--- src/rtl/krhc_pkg.sv ---
// krhc_pkg: types, register codes and reset values for the request header check
// no dependencies; used by every other file of the block
package krhc_pkg;

  // field layout of the header
  localparam int unsigned HeaderBytes  = 14;
  localparam int unsigned SizeEnd      = 4;
  localparam int unsigned KeyEnd       = 6;
  localparam int unsigned VersionEnd   = 8;
  localparam int unsigned CorrEnd      = 12;
  localparam logic [31:0] MinSizeExcl  = 32'd4;
  localparam logic [15:0] NullClientLen = 16'hFFFF;
  localparam logic [15:0] CountMax     = 16'hFFFF;

  // configuration port
  localparam int unsigned CfgIdxW  = 3;
  localparam int unsigned CfgDataW = 32;

  typedef enum logic [CfgIdxW-1:0] {
    REG_MAX_MESSAGE_SIZE     = 3'd0,
    REG_MAX_API_KEY          = 3'd1,
    REG_MAX_API_VERSION      = 3'd2,
    REG_MAX_CLIENT_ID_LENGTH = 3'd3
  } cfg_reg_t;

  localparam logic [31:0] RstMaxMessageSize    = 32'd104857600;
  localparam logic [14:0] RstMaxApiKey         = 15'd74;
  localparam logic [14:0] RstMaxApiVersion     = 15'd20;
  localparam logic [14:0] RstMaxClientIdLength = 15'd1024;

  // one collected header, handed from the front to the back
  typedef struct packed {
    logic [15:0] byte_count;
    logic [31:0] size_word;
    logic [15:0] key_word;
    logic [15:0] version_word;
    logic [31:0] correlation_word;
    logic [15:0] client_len_word;
  } hdr_rec_t;

  // queue depth between front and back
  localparam int unsigned QueueDepth = 2;

endpackage

--- src/rtl/krhc_if.sv ---
// krhc_if: valid/ready channel interfaces for bytes, verdicts and register writes
// depends on krhc_pkg
interface krhc_byte_if;
  logic       valid;
  logic       ready;
  logic [7:0] data_byte;
  logic       last_byte;
  modport source (output valid, output data_byte, output last_byte, input ready);
  modport sink (input valid, input data_byte, input last_byte, output ready);
endinterface

interface krhc_verdict_if;
  logic        valid;
  logic        ready;
  logic        is_request;
  logic [14:0] request_key;
  modport source (output valid, output is_request, output request_key, input ready);
  modport sink (input valid, input is_request, input request_key, output ready);
endinterface

interface krhc_cfg_if;
  logic                          valid;
  logic                          ready;
  logic [krhc_pkg::CfgIdxW-1:0]  index;
  logic [krhc_pkg::CfgDataW-1:0] data;
  modport source (output valid, output index, output data, input ready);
  modport sink (input valid, input index, input data, output ready);
endinterface

--- src/rtl/krhc_front.sv ---
// krhc_front: takes bytes, assembles the big-endian header fields and counts bytes
// depends on krhc_pkg and krhc_if; hands one header record per buffer to the queue
module krhc_front (
  input  logic                clk,
  input  logic                rst,
  krhc_byte_if.sink           bytes,
  output logic                push,
  output krhc_pkg::hdr_rec_t  rec,
  input  logic                queue_ready
);

  logic [15:0] byte_count;
  logic [31:0] size_word;
  logic [15:0] key_word;
  logic [15:0] version_word;
  logic [31:0] correlation_word;
  logic [15:0] client_len_word;
  logic        accept;

  assign bytes.ready = queue_ready;
  assign accept      = bytes.valid && bytes.ready;
  assign push        = accept && bytes.last_byte;

  // next field values with the current byte shifted in at its place
  always_comb begin
    rec.size_word        = size_word;
    rec.key_word         = key_word;
    rec.version_word     = version_word;
    rec.correlation_word = correlation_word;
    rec.client_len_word  = client_len_word;
    if (byte_count < 16'(krhc_pkg::SizeEnd)) begin
      rec.size_word = {size_word[23:0], bytes.data_byte};
    end else if (byte_count < 16'(krhc_pkg::KeyEnd)) begin
      rec.key_word = {key_word[7:0], bytes.data_byte};
    end else if (byte_count < 16'(krhc_pkg::VersionEnd)) begin
      rec.version_word = {version_word[7:0], bytes.data_byte};
    end else if (byte_count < 16'(krhc_pkg::CorrEnd)) begin
      rec.correlation_word = {correlation_word[23:0], bytes.data_byte};
    end else if (byte_count < 16'(krhc_pkg::HeaderBytes)) begin
      rec.client_len_word = {client_len_word[7:0], bytes.data_byte};
    end
    // saturating byte count
    rec.byte_count = (byte_count == krhc_pkg::CountMax) ? byte_count : byte_count + 16'd1;
  end

  // byte counter, cleared after the last byte of a buffer
  always_ff @(posedge clk) begin
    if (rst) begin
      byte_count <= '0;
    end else if (accept) begin
      byte_count <= bytes.last_byte ? 16'd0 : rec.byte_count;
    end
  end

  // field registers; fields not fully received only matter for short buffers
  always_ff @(posedge clk) begin
    if (accept) begin
      size_word        <= rec.size_word;
      key_word         <= rec.key_word;
      version_word     <= rec.version_word;
      correlation_word <= rec.correlation_word;
      client_len_word  <= rec.client_len_word;
    end
  end

endmodule

--- src/rtl/krhc_queue.sv ---
// krhc_queue: short queue of header records between front and back
// depends on krhc_pkg
module krhc_queue (
  input  logic               clk,
  input  logic               rst,
  input  logic               push,
  input  krhc_pkg::hdr_rec_t push_rec,
  output logic               not_full,
  input  logic               pop,
  output logic               not_empty,
  output krhc_pkg::hdr_rec_t head
);

  localparam int unsigned PtrW = $clog2(krhc_pkg::QueueDepth);
  localparam int unsigned CntW = $clog2(krhc_pkg::QueueDepth + 1);

  krhc_pkg::hdr_rec_t entries [krhc_pkg::QueueDepth];
  logic [PtrW-1:0] wr_ptr;
  logic [PtrW-1:0] rd_ptr;
  logic [CntW-1:0] fill;
  logic            do_push;
  logic            do_pop;

  assign not_full  = fill != CntW'(krhc_pkg::QueueDepth);
  assign not_empty = fill != '0;
  assign do_push   = push && not_full;
  assign do_pop    = pop && not_empty;
  assign head      = entries[rd_ptr];

  // pointers and fill level
  always_ff @(posedge clk) begin
    if (rst) begin
      wr_ptr <= '0;
      rd_ptr <= '0;
      fill   <= '0;
    end else begin
      if (do_push) begin
        wr_ptr <= (wr_ptr == PtrW'(krhc_pkg::QueueDepth - 1)) ? '0 : wr_ptr + 1'b1;
      end
      if (do_pop) begin
        rd_ptr <= (rd_ptr == PtrW'(krhc_pkg::QueueDepth - 1)) ? '0 : rd_ptr + 1'b1;
      end
      if (do_push && !do_pop) begin
        fill <= fill + 1'b1;
      end else if (do_pop && !do_push) begin
        fill <= fill - 1'b1;
      end
    end
  end

  // record storage
  always_ff @(posedge clk) begin
    if (do_push) begin
      entries[wr_ptr] <= push_rec;
    end
  end

endmodule

--- src/rtl/krhc_back.sv ---
// krhc_back: limit registers, verdict on one header record and the output register
// depends on krhc_pkg and krhc_if
module krhc_back (
  input  logic               clk,
  input  logic               rst,
  krhc_cfg_if.sink           cfg,
  input  logic               rec_valid,
  input  krhc_pkg::hdr_rec_t rec,
  output logic               pop,
  krhc_verdict_if.source     verdict
);

  logic [31:0] max_message_size;
  logic [14:0] max_api_key;
  logic [14:0] max_api_version;
  logic [14:0] max_client_id_length;

  logic        size_ok;
  logic        key_ok;
  logic        version_ok;
  logic        corr_ok;
  logic        clen_ok;
  logic        accepted;
  logic [16:0] need_count;

  // limit register writes; unknown indexes are dropped
  assign cfg.ready = 1'b1;

  always_ff @(posedge clk) begin
    if (rst) begin
      max_message_size     <= krhc_pkg::RstMaxMessageSize;
      max_api_key          <= krhc_pkg::RstMaxApiKey;
      max_api_version      <= krhc_pkg::RstMaxApiVersion;
      max_client_id_length <= krhc_pkg::RstMaxClientIdLength;
    end else if (cfg.valid) begin
      unique case (cfg.index)
        krhc_pkg::REG_MAX_MESSAGE_SIZE:     max_message_size     <= cfg.data;
        krhc_pkg::REG_MAX_API_KEY:          max_api_key          <= cfg.data[14:0];
        krhc_pkg::REG_MAX_API_VERSION:      max_api_version      <= cfg.data[14:0];
        krhc_pkg::REG_MAX_CLIENT_ID_LENGTH: max_client_id_length <= cfg.data[14:0];
        default: ;
      endcase
    end
  end

  // field checks; key, version, correlation id and client id length read as signed
  assign need_count = 17'(krhc_pkg::HeaderBytes) + {1'b0, rec.client_len_word};
  assign size_ok    = (rec.size_word > krhc_pkg::MinSizeExcl) &&
                      (rec.size_word <= max_message_size);
  assign key_ok     = !rec.key_word[15] && (rec.key_word[14:0] <= max_api_key);
  assign version_ok = !rec.version_word[15] && (rec.version_word[14:0] <= max_api_version);
  assign corr_ok    = !rec.correlation_word[31] && (rec.correlation_word != '0);
  assign clen_ok    = (rec.client_len_word == krhc_pkg::NullClientLen) ||
                      (!rec.client_len_word[15] &&
                       (rec.client_len_word[14:0] <= max_client_id_length) &&
                       ((rec.client_len_word == '0) ||
                        ({1'b0, rec.byte_count} >= need_count)));
  assign accepted   = (rec.byte_count >= 16'(krhc_pkg::HeaderBytes)) &&
                      size_ok && key_ok && version_ok && corr_ok && clen_ok;

  // output register takes a new verdict when empty or being drained
  assign pop = rec_valid && (!verdict.valid || verdict.ready);

  always_ff @(posedge clk) begin
    if (rst) begin
      verdict.valid <= 1'b0;
    end else if (pop) begin
      verdict.valid <= 1'b1;
    end else if (verdict.ready) begin
      verdict.valid <= 1'b0;
    end
  end

  always_ff @(posedge clk) begin
    if (pop) begin
      verdict.is_request  <= accepted;
      verdict.request_key <= accepted ? rec.key_word[14:0] : 15'd0;
    end
  end

endmodule

--- src/rtl/kafka_request_header_check_core.sv ---
// kafka_request_header_check_core: top level of the request header check
// depends on krhc_pkg, krhc_if, krhc_front, krhc_queue and krhc_back
//
//   channel  role   payload
//   bytes    sink   data_byte[7:0], last_byte
//   verdict  source is_request, request_key[14:0]
//   cfg      sink   index[2:0], data[31:0] (limit registers 0 to 3)
//
// one byte is taken per cycle while the queue has room; after the last byte the verdict
// passes through the record queue and the output register.
// reset clears the byte count, the queue and the output and loads default limits.
// a two-record queue absorbs output stalls; bytes stall only while it is full.
// register writes are always taken.
module kafka_request_header_check_core (
  input  logic           clk,
  input  logic           rst,
  krhc_byte_if.sink      bytes,
  krhc_verdict_if.source verdict,
  krhc_cfg_if.sink       cfg
);

  krhc_pkg::hdr_rec_t push_rec;
  krhc_pkg::hdr_rec_t head_rec;
  logic               push;
  logic               pop;
  logic               not_full;
  logic               not_empty;

  // byte collection
  krhc_front u_front (
    .clk         (clk),
    .rst         (rst),
    .bytes       (bytes),
    .push        (push),
    .rec         (push_rec),
    .queue_ready (not_full)
  );

  // header record queue
  krhc_queue u_queue (
    .clk       (clk),
    .rst       (rst),
    .push      (push),
    .push_rec  (push_rec),
    .not_full  (not_full),
    .pop       (pop),
    .not_empty (not_empty),
    .head      (head_rec)
  );

  // verdict and limits
  krhc_back u_back (
    .clk       (clk),
    .rst       (rst),
    .cfg       (cfg),
    .rec_valid (not_empty),
    .rec       (head_rec),
    .pop       (pop),
    .verdict   (verdict)
  );

endmodule

--- src/flat_wrapper.sv ---
// flat-port wrapper written by rule: the top's interface ports become plain ports
module kafka_request_header_check_core_flat 
  (clk, rst, bytes_valid, bytes_data_byte, bytes_last_byte, bytes_ready, verdict_valid, verdict_is_request, verdict_request_key, verdict_ready, cfg_valid, cfg_index, cfg_data, cfg_ready);
  krhc_byte_if bytes_i ();
  krhc_verdict_if verdict_i ();
  krhc_cfg_if cfg_i ();
  input  logic clk;
  input  logic rst;
  input wire logic [$bits(bytes_i.valid)-1:0] bytes_valid;
  input wire logic [$bits(bytes_i.data_byte)-1:0] bytes_data_byte;
  input wire logic [$bits(bytes_i.last_byte)-1:0] bytes_last_byte;
  output wire logic [$bits(bytes_i.ready)-1:0] bytes_ready;
  output wire logic [$bits(verdict_i.valid)-1:0] verdict_valid;
  output wire logic [$bits(verdict_i.is_request)-1:0] verdict_is_request;
  output wire logic [$bits(verdict_i.request_key)-1:0] verdict_request_key;
  input wire logic [$bits(verdict_i.ready)-1:0] verdict_ready;
  input wire logic [$bits(cfg_i.valid)-1:0] cfg_valid;
  input wire logic [$bits(cfg_i.index)-1:0] cfg_index;
  input wire logic [$bits(cfg_i.data)-1:0] cfg_data;
  output wire logic [$bits(cfg_i.ready)-1:0] cfg_ready;
  assign bytes_i.valid = bytes_valid;
  assign bytes_i.data_byte = bytes_data_byte;
  assign bytes_i.last_byte = bytes_last_byte;
  assign bytes_ready = bytes_i.ready;
  assign verdict_valid = verdict_i.valid;
  assign verdict_is_request = verdict_i.is_request;
  assign verdict_request_key = verdict_i.request_key;
  assign verdict_i.ready = verdict_ready;
  assign cfg_i.valid = cfg_valid;
  assign cfg_i.index = cfg_index;
  assign cfg_i.data = cfg_data;
  assign cfg_ready = cfg_i.ready;
  kafka_request_header_check_core u_core (.clk(clk), .rst(rst), .bytes(bytes_i), .verdict(verdict_i), .cfg(cfg_i));
endmodule
--- config.mk ---
export PLATFORM = sky130hd
export DESIGN_NAME = kafka_request_header_check_core_flat
export DESIGN_NICKNAME = d
export VERILOG_FILES = /design/src/rtl/krhc_pkg.sv /design/src/rtl/krhc_if.sv /design/src/rtl/krhc_front.sv /design/src/rtl/krhc_queue.sv /design/src/rtl/krhc_back.sv /design/src/rtl/kafka_request_header_check_core.sv /design/src/flat_wrapper.sv
export SDC_FILE = /design/constraint.sdc
export NUM_CORES = 1
export LEC_CHECK = 0
export ABC_AREA = 1
export BUFFER_PORTS_ARGS = -buffer_cell sky130_fd_sc_hd__buf_4
export CORE_MARGIN = 5
export CORE_UTILIZATION = 60
export CTS_CLUSTER_SIZE = 28
export DETAILED_ROUTE_END_ITERATION = 8
export PLACE_DENSITY_LB_ADDON = 0.2
export SLEW_MARGIN = 10
export SYNTH_ARGS = -nofsm -noshare
export SYNTH_HDL_FRONTEND = slang
export SYNTH_SLANG_ARGS = --single-unit
--- constraint.sdc ---
create_clock -name clk -period 17.3 [get_ports clk]
set_input_delay 0.865 -clock clk [delete_from_list [all_inputs] [get_ports clk]]
set_output_delay 0.865 -clock clk [all_outputs]
set_load 0.02 [all_outputs]
After elaboration in Yosys (flattened, before gate mapping)
Memories as Yosys holds them, arrays and structs flattened. A register that Yosys moved wholly into a read port is not among the register bits.
Cells that the tools add are included.
{"block": "totals", "ramBits": 256, "register_bits": 226, "memories": 1, "word_cells": 100, "out_inout_bits": 19}
{"memory": "u_core.u_queue.entries", "words": 2, "word_bits": 128, "read_ports": 1, "rd_ports_with_merged_regs": 1, "write_ports": 1, "line_no": "krhc_queue.sv:17", "source": "krhc_pkg::hdr_rec_t entries [krhc_pkg::QueueDepth];"}
{"block": "op_classes", "n_mux": 21, "magnitude_cmp": 12, "n_eq_ne": 6, "reduce_logical": 38, "addsub": 6}
{"op": "two-way mux 16 bit", "count": 6}
{"op": "two-way mux 80 bit", "count": 1}
{"op": "two-way mux 32 bit", "count": 2}
{"op": "two-way mux 64 bit", "count": 1}
{"op": "< comparator 16 x 4 -> 1 bit (second input constant)", "count": 3}
{"op": "two-way mux 48 bit", "count": 1}
{"op": "<= comparator 15 bit", "count": 3}
{"op": "equality test 16 bit (second input constant)", "count": 2}
{"op": "greater-than comparator 32 x 3 -> 1 bit (second input constant)", "count": 1}
{"op": "<= comparator 32 bit", "count": 1}
{"op": "< comparator 16 x 3 -> 1 bit (second input constant)", "count": 2}
{"op": "nonzero test 32 bit", "count": 1}
{"op": "logical AND 1 bit", "count": 18}
{"op": "adder 4 x 16 -> 17 bit (first input constant)", "count": 1}
{"op": "greater-or-equal comparator 16 x 17 -> 1 bit", "count": 1}
{"op": "adder 16 x 1 -> 16 bit (second input constant)", "count": 1}
{"op": "greater-or-equal comparator 16 x 4 -> 1 bit (second input constant)", "count": 1}
{"op": "zero test 16 bit", "count": 1}
{"op": "two-way mux 1 bit", "count": 8}
{"op": "AND reduction 2 bit", "count": 4}
{"op": "zero test 1 bit", "count": 7}
{"op": "equality test 3 x 2 -> 1 bit (second input constant)", "count": 2}
{"op": "nonzero test 2 bit", "count": 3}
{"op": "two-way mux 2 bit", "count": 2}
{"op": "7 further kinds", "count": 10}

Depth between registers and ports, before layout
Gate-level depths: netlist (run 1).
{"block": "logic_depth", "ltp_word": 8, "depth_mapped": 30}

Modules after synthesis
From an unflattened synthesis (run 1), not the netlist that was laid out.
{"block": "hier_totals", "cells_unflattened": 1921, "hier_area_um2": 21888.5}
{"module": "krhc_queue", "seq_area_each_um2": 7787.5, "cells_each": 435, "n_inst": 1, "area_each_um2": 9545.4}
{"module": "krhc_back", "seq_area_each_um2": 2042.0, "cells_each": 815, "n_inst": 1, "area_each_um2": 6177.2}
{"module": "krhc_front", "seq_area_each_um2": 3683.5, "cells_each": 671, "n_inst": 1, "area_each_um2": 6165.9}

Worst setup path after synthesis (run 1)
Ideal clock, no wire load.
{"block": "synth_path", "path_kind": "input to register", "startpoint": "input port bytes_valid", "endpoint": "memory u_core.u_queue.entries[0][0] in the netlist's numbering, enable pin", "cell_stages": 4, "t_required_ns": 16.684, "slack_ns": 7.549, "t_arrival_ns": 9.135, "path_buffers": 0, "setup_time_ns": 0.616, "path_cell_list": "nand2_1 -> inv_1 -> nand2_1 -> nor2_1"}
{"block": "synth_between", "elab_chain_cells": 5}
{"item": "start, declared", "line_no": "flat_wrapper.sv:9", "source": "input wire logic [$bits(bytes_i.valid)-1:0] bytes_valid;"}
{"item": "logical AND 1 bit", "line_no": "krhc_front.sv:21", "source": "assign accept = bytes.valid && bytes.ready;"}
{"item": "via u_core.u_front.accept", "line_no": "krhc_front.sv:18", "source": "logic accept;"}
{"item": "logical AND 1 bit", "line_no": "krhc_front.sv:22", "source": "assign push = accept && bytes.last_byte;"}
{"item": "logical AND 1 bit", "line_no": "krhc_queue.sv:26", "source": "assign do_push = push && not_full;"}
{"item": "two-way mux 1 bit", "line_no": "krhc_queue.sv:53", "source": "if (do_push) begin"}
{"item": "two-way mux 1 bit (not written as such)", "line_no": "krhc_queue.sv:54", "source": "entries[wr_ptr] <= push_rec;"}
{"item": "end, declared", "line_no": "krhc_queue.sv:17"}
The timed path passes the listed nets, and every way through them passes these cells.

==> results of run 1 <==
==> stage by stage <==
| step | std cells | power [mW] | utilization (%) | hold WS (ps) | instance area (sq um) |
|---|---|---|---|---|---|
| 3_5_place_dp | 2294 | 2.19 | 63.3 | 448 | 21900 |
| 4_1_cts | 2384 | 3.21 | 67.8 | 456 | 23400 |
| 3_3_place_gp | 2294 | 2.16 | 63.3 | 439 | 21900 |
| 5_1_grt | 2384 | 3.36 | 67.8 | 483 | 23400 |
| 2_1_floorplan | 1823 | 1.98 | - | 426 | 21000 |
| 6_report | 2384 | 3.18 | 67.8 | 457 | 23400 |
==> worst paths after layout <==
kind / cells past startpoint / to
min reg2reg: 1 / u_core.u_queue.rd_ptr
max: 28 / u_core.u_back.verdict.request_key[7]
min: 1 / u_core.u_queue.rd_ptr
max reg2reg: 28 / u_core.u_back.verdict.request_key[7]
==> flip-flops by register name, summed over array words and instances (netlist names), 16 cells and up, named ones only <==
| signal | count |
|---|---|
| u_core.u_front.correlation_word | 32 |
| u_core.u_front.client_len_word | 16 |
| u_core.u_back.max_message_size | 32 |
| u_core.u_front.byte_count | 16 |
| u_core.u_queue.entries | 256 |
| u_core.u_front.version_word | 16 |
| u_core.u_front.size_word | 32 |
| u_core.u_front.key_word | 16 |
==> cell usage after synthesis, types with 3 or more instances <==
cell type,instances
a21oi_1,135
mux2_2,62
or2_2,26
edfxtp_1,384
dfxtp_1,99
mux2i_1,19
ha_1,96
clkbuf_1,36
nand2_1,342
o21ai_2,4
nor3_1,20
buf_1,5
o21a_1,3
nor4_1,26
nor3_2,4
buf_4,5
o21ai_1,6
o31ai_1,3
nor2_2,10
or2_1,14
nand4_1,20
inv_2,4
nor2_1,69
buf_2,9
buf_6,6
o21ai_0,157
inv_1,191
nand3_1,21
xnor2_1,7
o211ai_1,12
xor2_1,13
==> where the power goes <==
part	switching, mW	leakage (nW)	internal, mW
sequential	0.0373	4.17	1.41
clock	0.416	0.774	0.604
combinational	0.486	3.80	0.229
total	0.940	8.74	2.24
==> logic make-up after synthesis <==
group                    after synthesis
buffers and inverters                258
adder cells (fa/ha/maj)               96
AND/OR/NAND/NOR                      557
AO/OA/AOI/OAI                        327
XOR/XNOR                              20
other                                  1
flip-flops                           483
multiplexers                          81
==> routing by layer <==
| layer | up-vias | track usage, % |
|---|---|---|
| met3 | 65 | 4.40 |
| met5 | - | 0 |
| met1 | 6395 | 32.4 |
| met2 | 348 | 36.3 |
| li1 | 6486 | - |
| met4 | 2 | 5.78 |
==> area by class of cell <==
cell class              count  area (sq um)
fillers                  2507         11100
multi-input cells        1082          6440
clock buffers              74          1400
well taps                 455           569
repair buffers             78           586
clock inverters            16           164
inverters                 196           741
flip-flops and latches    483         13500
==> critical path: cells and delay by family, from the launching register on <==
| family | cells | cell delay (ps) |
|---|---|---|
| AOI/OAI and AO/OA | 3 | 560 |
| DFF | 1 | 360 |
| and+or+nand+nor | 18 | 1450 |
| adders and majority gates | 2 | 510 |
| buffers and inverters | 5 | 1310 |
==> layout by cell type, fill, tap and decap left out, drive strengths merged, types with 19 or more instances in the layout <==
cell type,n
a21oi,135
buf,78
clkbuf,74
dfxtp,99
edfxtp,384
ha,96
inv,199
mux2,62
mux2i,19
nand2,344
nand3,22
nand4,20
nor2,79
nor3,24
nor4,26
o21ai,167
or2,40
==> impl_metrics.ini, run 1 <==
[outcome]
status = completed

[clock_network]
clockBufferDepth = 3
post_cts_buffers = 0
cts_htree_levels = 2
cts_made_buffers = 48
cts_resized = 0
path_clk_slew_ps = 60
cts_root_buf = clkbuf_16
tritoncts = built
worst_skew_pair.late_latency_ps = 580
cts.sinks = 483
postCtsHoldBufs = 0

[worst_setup_path]
worst_setup_path_start_kind = register
max_stage_delay_ps = 590
worstPathArrival_ps = 4840
crit_slowest_cell = buf_4
cpMostUsedCell = nand2_1
r2r_slack_ps = 12760
critPathKind = register to register
end_kind = register
worstPathRequired_ps = 17600
worst-path-max-fanout = 50

[grt]
grt_max_degree = 80
grt_first_pass_wirelength_um = 69400
grt.total_usage_pct = 22.7
grt_pass1_vias = 12900
antenna_found_initial = 2
grt-ovfl-total = 0

[drt]
top_layer = met5
route.met3.wl_um = 2660
ant_nets = 0
route.met2.wl_um = 20500
drtIter0Drc = 1041
drt-pass1-iter-count = 5
vias = 13300
wirelength_um = 43800
vias_per_cell = 5.58
wl_met1_um = 19800
drt-wirelength-per-cell_um = 18.4
drc = 0

[timing]
setup_viol_count_final = 0
worst_pin_slew_ps = 1230
fin_crit_ps = 4540
maxSlewHeadroom_pct = 18.1
fin_tns_setup_ps = 0
post-route-period-util_pct = 26.2
final_max_slew_viol_count = 0
max_freq_ghz = 0.220
final.setup_skew_ps = 23.0
hold_viol = 0
worst_slack_ps = 12760
rsz0062_at_grt = no

[power_and_ir_drop]
leakage_nw = 8.74
powerDensity_nw_per_um2 = 136
vdd_drop_max_v = 0.0000987

[final_layout]
drive_gt1_share_pct = 14.0
num-nets-final = 2034
area_growth_pct = 11.6
antennaDiodeCount = 0

[hold_path]
worstHoldStart = u_core.u_queue.rd_ptr
hold_class = register to register

[logic_synthesis]
yosys_most_used_dff = edfxtp_1
synthDistinctLibCells = 45
synth.net_count = 1968
synth_mux_area_share_pct = 4.23
synth_top_area_share_pct = 54.9
synth-edff-count = 384
synthAdderAreaFrac_pct = 5.72
synth.area.top_cells = edfxtp_1 (55%), dfxtp_1 (9.4%), nand2_1 (6.1%)
yosys.area_share.xor_xnor_pct = 0.835
synthSimpleGateAreaFrac_pct = 11.6
synth-seq-area-share_pct = 64.4
async_flop_share_pct = 0
synth_compound_area_share_pct = 8.20
synth_top_family_by_area = simple AND/OR/NAND/NOR gates
yosysWarnings = 0
synth_top_cell_by_area = edfxtp_1
ys_seq_elements = 483
syn_inst = 1823
netlist_area_sq_um = 21000
avgSynthCellArea_sq_um = 11.5

[flow_run]
cap_viol_max_count = 0

[floorplanning]
die-height_um = 197
initial_core_util_pct = 60.8
fp.coreArea_sq_um = 34500
fp.dieW_um = 197
io_pins = 68
dieArea_sq_um = 38800
row_count = 68

[placement]
pre_cts_ws_ps = 12640
numPortBuffers = 66
hpwl_um = 29400
place_congestion = 0.886
(Power assumes the default switching activity.)
==> run 2: changes to the inputs <==
--- a/config.mk
+++ b/config.mk
@@ -8,7 +8,7 @@
 export ABC_AREA = 1
 export BUFFER_PORTS_ARGS = -buffer_cell sky130_fd_sc_hd__buf_4
 export CORE_MARGIN = 5
-export CORE_UTILIZATION = 60
+export CORE_UTILIZATION = 56
 export CTS_CLUSTER_SIZE = 28
 export DETAILED_ROUTE_END_ITERATION = 8
 export PLACE_DENSITY_LB_ADDON = 0.2
==> constraint.sdc (replaced) <==
create_clock -name clk -period 3.85 [get_ports clk]
set_input_delay 0.1925 -clock clk [delete_from_list [all_inputs] [get_ports clk]]
set_output_delay 0.1925 -clock clk [all_outputs]
set_load 0.02 [all_outputs]
==> run 2 against run 1 <==
Against the previous run: via count rose by 0.90%; total power rose to 4.5 times the previous value; sequential share of layout area fell by 1.6 points; register-to-register slack got worse by 12000 ps; fmax rose by 29%; non-clock buffer count rose by 57; sequential cell count did not move; first-iteration DRC count rose by 16%; final cell count rose by 3.3%; clock skew fell by 9.5 ps; sequential power rose to 4.5 times the previous value; die area rose by 6.8%; largest cell class unchanged.
==> impl_metrics.ini, run 2 (synthesis gave the netlist of run 1 again) <==
[clock_network]
cts_made_buffers = 50
tritoncts = built
cts_htree_levels = 2
cts.sinks = 483
post_cts_buffers = 0
path_clk_slew_ps = 60
cts_root_buf = clkbuf_16
clockBufferDepth = 3
worst_skew_pair.late_latency_ps = 570

[floorplanning]
fp.dieW_um = 204
row_count = 71
die-height_um = 204
initial_core_util_pct = 56.3
io_pins = 68
fp.coreArea_sq_um = 37300
dieArea_sq_um = 41500

[timing]
final_max_slew_viol_count = 0
post-route-period-util_pct = 91.5
fin_tns_setup_ps = 0
rsz0062_at_grt = no
setup_viol_count_final = 0
worst_pin_slew_ps = 1040
hold_viol = 0
fin_crit_ps = 3520
maxSlewHeadroom_pct = 30.3
final.setup_skew_ps = 13.5
max_freq_ghz = 0.284

[worst_setup_path]
critPathKind = register to register
cp_num_buf_inv = 4
max_stage_delay_ps = 370
worstPathArrival_ps = 3840
worstPathRequired_ps = 4170
end_kind = register
cpMostUsedCell = nand2_1
reg2regPathDepth = 28
timing.rr.end = u_core.u_back.verdict.request_key[14]
worst_setup_path_start_kind = register
worst-path-max-fanout = 16
cp_top_family = simple AND/OR/NAND/NOR gates
crit_slowest_cell = dfxtp_4
r2r_slack_ps = 330

[grt]
grt_first_pass_wirelength_um = 72500
grt-ovfl-total = 0
grt_pass1_vias = 13500
grt.total_usage_pct = 22.2
antenna_found_initial = 1
grt_max_degree = 60

[final_layout]
multiInputGateArea_sq_um = 6470
drive_gt1_share_pct = 14.4
top_register = u_core.u_queue.entries
area_growth_pct = 14.7
largest_reg_flops = 256
antennaDiodeCount = 0
fillCellCount = 2760
final_common_cell = edfxtp_1
final_cell_area_sq_um = 24100
final_cells = 2462
final_cell_mix = edfxtp_1 (384), nand2_1 (340), inv_1 (188)
regArea_sq_um = 13500
num-nets-final = 2093
final_core_util_pct = 64.5

[drt]
drt-pass1-iter-count = 5
drtIter0Drc = 1203
vias_per_cell = 5.45
drt-wirelength-per-cell_um = 18.4
vias = 13400
drc = 0
ant_nets = 0
wirelength_um = 45400

[hold_path]
hold_end = u_core.u_front.byte_count[7]
worstHoldStart = bytes_valid
hold_class = primary input to register
holdPathStages = 4

[placement]
post_dp_cell_area_sq_um = 22000
dp.cells = 2324
numPortBuffers = 66
hpwl_um = 30700
place_congestion = 0.930

[power_and_ir_drop]
powerDensity_nw_per_um2 = 597
leakage_nw = 8.98
total_power_mw = 14.4
vdd_drop_max_v = 0.000397

[flow_run]
cap_viol_max_count = 0

[outcome]
status = completed
## run 2: stage by stage
| step | worst slack, ps | hold WS (ps) |
|---|---|---|
| finish | 327 | 51.4 |
| CTS | 255 | 17.6 |
| detailed placement | 273 | 427 |
| global placement | 393 | 427 |
| global route | 28.7 | 36.8 |
| floorplan | -734 | 323 |
## run 2: cell type report
class	count	area share [%]
inverter	196	3.08
sequential	483	56.1
multi-input combinational	1082	26.9
timing repair buffer	135	4.98
tap	474	2.46
clock buffer	73	6.09
clock inverter	19	0.385
## run 2: per-layer routing
metal	global-route usage, %	share of wire, %	vias up
met2	35.6	47	330
met5	0	0	-
met3	4.21	5.3	66
met1	31.4	46	6413
met4	6.02	2.2	0
li1	-	-	6606
## run 2: power breakdown
part	internal (mW)	switching (mW)	leakage (nW)	total, mW
Sequential	6.33	0.172	4.17	6.50
Combinational	1.12	2.21	4.04	3.33
Clock	2.63	1.92	0.770	4.55
## run 2: what timing repair did
| action | CTS | global route |
|---|---|---|
| hold endpoints to repair | 116 | 0 |
| setup endpoints to repair | 0 | 16 |
| hold buffers | 46 | 0 |
| gates resized for setup | 0 | 5 |
## run 2: worst max path at each step
stage,start,to,slack [ps],cells past startpoint
2_1_floorplan,u_core.u_queue.fill[0],u_core.u_queue.entries[1][0],-730,6
3_3_place_gp,register,u_core.u_back.verdict.request_key[0],390,19
3_5_place_dp,register,u_core.u_back.verdict.request_key[3],270,21
4_1_cts,register,u_core.u_back.verdict.request_key[14],260,19
5_1_grt,register,u_core.u_back.verdict.request_key[0],30,21
6_report,register,u_core.u_back.verdict.request_key[14],330,28
## run 2: worst register-to-register path: cells and delay by family, from the launching register on
kind | cells | cell delay (ps)
adder cells (fa/ha/maj) | 2 | 500
AO/OA/AOI/OAI | 3 | 460
buffers and inverters | 4 | 380
flip-flops | 1 | 370
AND/OR/NAND/NOR | 19 | 1580
==> run 3: changes to the inputs <==
--- a/config.mk
+++ b/config.mk
@@ -5,10 +5,11 @@
 export SDC_FILE = /design/constraint.sdc
 export NUM_CORES = 1
 export LEC_CHECK = 0
-export ABC_AREA = 1
+export ABC_AREA = 0
 export BUFFER_PORTS_ARGS = -buffer_cell sky130_fd_sc_hd__buf_4
 export CORE_MARGIN = 5
-export CORE_UTILIZATION = 56
+export CORE_UTILIZATION = 58
+export CTS_BUF_LIST = sky130_fd_sc_hd__clkbuf_4
 export CTS_CLUSTER_SIZE = 28
 export DETAILED_ROUTE_END_ITERATION = 8
 export PLACE_DENSITY_LB_ADDON = 0.2
==> run 3 against run 2 <==
Against the previous run: register-to-register slack worse by 180 ps; via count up 3.6%; sequential share of layout area down 2.3 points; first-iteration DRC count down 24%; worst hold slack better by 180 ps; utilization up 4.6 points; die area down 2.1%; worst setup slack worse by 180 ps; area after synthesis up 1.2%; largest cell class unchanged.
==> impl_metrics.ini, run 3 <==
[outcome]
status = completed

[timing]
final.setup_skew_ps = 60.9
setup_viol_count_final = 0
rsz0062_at_grt = no
post-route-period-util_pct = 96.2
hold_viol = 0
max_freq_ghz = 0.270
holdWs_ps = 236
maxSlewHeadroom_pct = 27.1
worst_pin_slew_ps = 1090
fin_crit_ps = 3700
fin_tns_setup_ps = 0
final_max_slew_viol_count = 0
worst_slack_ps = 146

[logic_synthesis]
yosys-top-cells-count = edfxtp_1 (384), mux2_2 (190), nand2_1 (186)
ys_seq_elements = 483
synth.area.top_cells = edfxtp_1 (54%), mux2_2 (10%), dfxtp_1 (9.3%)
yosysWarnings = 0
async_flop_share_pct = 0
synth_top_area_share_pct = 54.3
avgSynthCellArea_sq_um = 13.2
synthDistinctLibCells = 61
synth.net_count = 1751
netlist_area_sq_um = 21300
synth-seq-area-share_pct = 63.6
yosys_most_used_dff = edfxtp_1
synth_top_cell_by_area = edfxtp_1
synth-edff-count = 384
synth_most_common_cell = edfxtp_1
syn_inst = 1606

[power_and_ir_drop]
vdd_drop_max_v = 0.000385
total_power_mw = 13.8
leakage_nw = 8.57
powerDensity_nw_per_um2 = 550

[worst_setup_path]
critPathKind = register to register
crit_slowest_cell = or4_4
cp_num_buf_inv = 2
path_cells = buf_4 -> mux2_4 -> ha_4 -> nand4_1 -> or4_4 -> nor4_4 -> a311o_1 -> o41ai_1 -> or4_1 -> buf_4 -> nor3b_1
cpMostUsedCell = buf_4
worst_setup_path_start_kind = register
end_kind = register
worst-path-max-fanout = 16
worstPathArrival_ps = 4350
worstPathRequired_ps = 4490
max_stage_delay_ps = 560
cp_top_family = simple AND/OR/NAND/NOR gates

[drt]
route.met2.wl_um = 23800
drtIter0Drc = 911
top_layer = met4
drc = 0
route.met3.wl_um = 2640
vias_per_cell = 5.71
drt-wirelength-per-cell_um = 20.2
wirelength_um = 49200
drt-pass1-iter-count = 7
ant_nets = 0
vias = 13900
wl_met1_um = 21300

[clock_network]
cts.sinks = 483
worst_skew_pair.late_latency_ps = 840
cts_made_buffers = 118
cts_htree_levels = 3
tritoncts = built
clockBufferDepth = 3
path_clk_slew_ps = 80
cts_root_buf = clkbuf_4

[final_layout]
num-nets-final = 2005
area_growth_pct = 18.2
final_cell_mix = edfxtp_1 (384), nand2_1 (185), mux2_2 (183), clkbuf_4 (183), a21oi_1 (122)
drive_gt1_share_pct = 26.8
fillCellCount = 2527
final_common_cell = edfxtp_1
regArea_sq_um = 13500
top_register = u_core.u_queue.entries
multiInputGateArea_sq_um = 7310
largest_reg_flops = 256
final_core_util_pct = 69.1

[floorplanning]
row_count = 70
dieArea_sq_um = 40600
die-height_um = 201
io_pins = 68
fp.coreArea_sq_um = 36300
fp.dieW_um = 201
initial_core_util_pct = 58.5

[placement]
place_congestion = 0.894
hpwl_um = 31600
numPortBuffers = 66
pre_cts_ws_ps = -93.1

[grt]
antenna_found_initial = 3
grt_pass1_vias = 14100
grt_first_pass_wirelength_um = 76200
grt_max_degree = 124
grt.total_usage_pct = 23.9
grt-ovfl-total = 0

[flow_run]
cap_viol_max_count = 0

[hold_path]
hold_class = primary input to register
[run 3: through the flow]
stage               cell area, sq um  std cells
finish                         25100       2432
global route                   25100       2432
CTS                            25100       2429
detailed placement             22500       2111
global placement               22500       2111
floorplan                      21500       1606
[run 3: worst register-to-register path, stage by stage, from the launching register on]
cell and delay [ps]:
dfxtp_4 430, buf_4 230, mux2_4 340, ha_4 280, nand4_1 140, or4_4 560
nor4_4 290, a311o_1 220, o41ai_1 100, or4_1 500, buf_4 220, nor3b_1 220
[run 3: area by class of cell]
class	count	share of cell area, %
Sequential cell	483	53.8
Multi-Input combinational cell	971	29.1
Timing Repair Buffer	196	7.08
Clock buffer	183	5.47
Tap cell	468	2.33
Inverter	90	1.36
Clock inverter	40	0.817
Antenna cell	1	0.00997
[run 3: cells by family (layout without fill, tap and decap cells)]
family                     Yosys count  after routing  share of synthesized area, %
DFF                                483            483                          63.6
buffers and inverters              152            509                          2.86
other                                1              2                        0.0176
muxes                              203            203                          10.7
AOI/OAI and AO/OA                  216            216                          6.01
and+or+nand+nor                    426            426                          10.0
adders and majority gates           96             96                          5.65
xor gates and xnor gates            29             29                          1.20
[run 3: timing repair]
action,CTS,global route
buffers inserted,1,2
resized for setup,0,5
hold endpoints to repair,218,0
hold buffers,94,0
endpoints found under the setup margin,16,16
pin swaps,0,0
[run 3: worst paths after layout]
kind | end | slack (ps) | start | cells past startpoint
max | u_core.u_back.verdict.request_key[5] | 150 | register | 11
max reg2reg | u_core.u_back.verdict.request_key[5] | 150 | register | 11
min reg2reg | u_core.u_back.max_api_key[8] | 460 | u_core.u_back.max_api_key[8] | 2
min | u_core.u_back.max_message_size[5] | 240 | cfg_data[5] | 4
[run 3: power breakdown]
part           leakage (nW)  switching [mW]  internal, mW
Combinational          3.52            1.70          1.28
Sequential             4.09           0.207          6.32
Clock                 0.947            2.05          2.24
[run 3: metal layers]
metal,vias up,GRT usage (%)
met4,0,9.81
met2,436,39.6
met1,6806,31.3
met3,81,4.63
li1,6573,-
met5,-,0
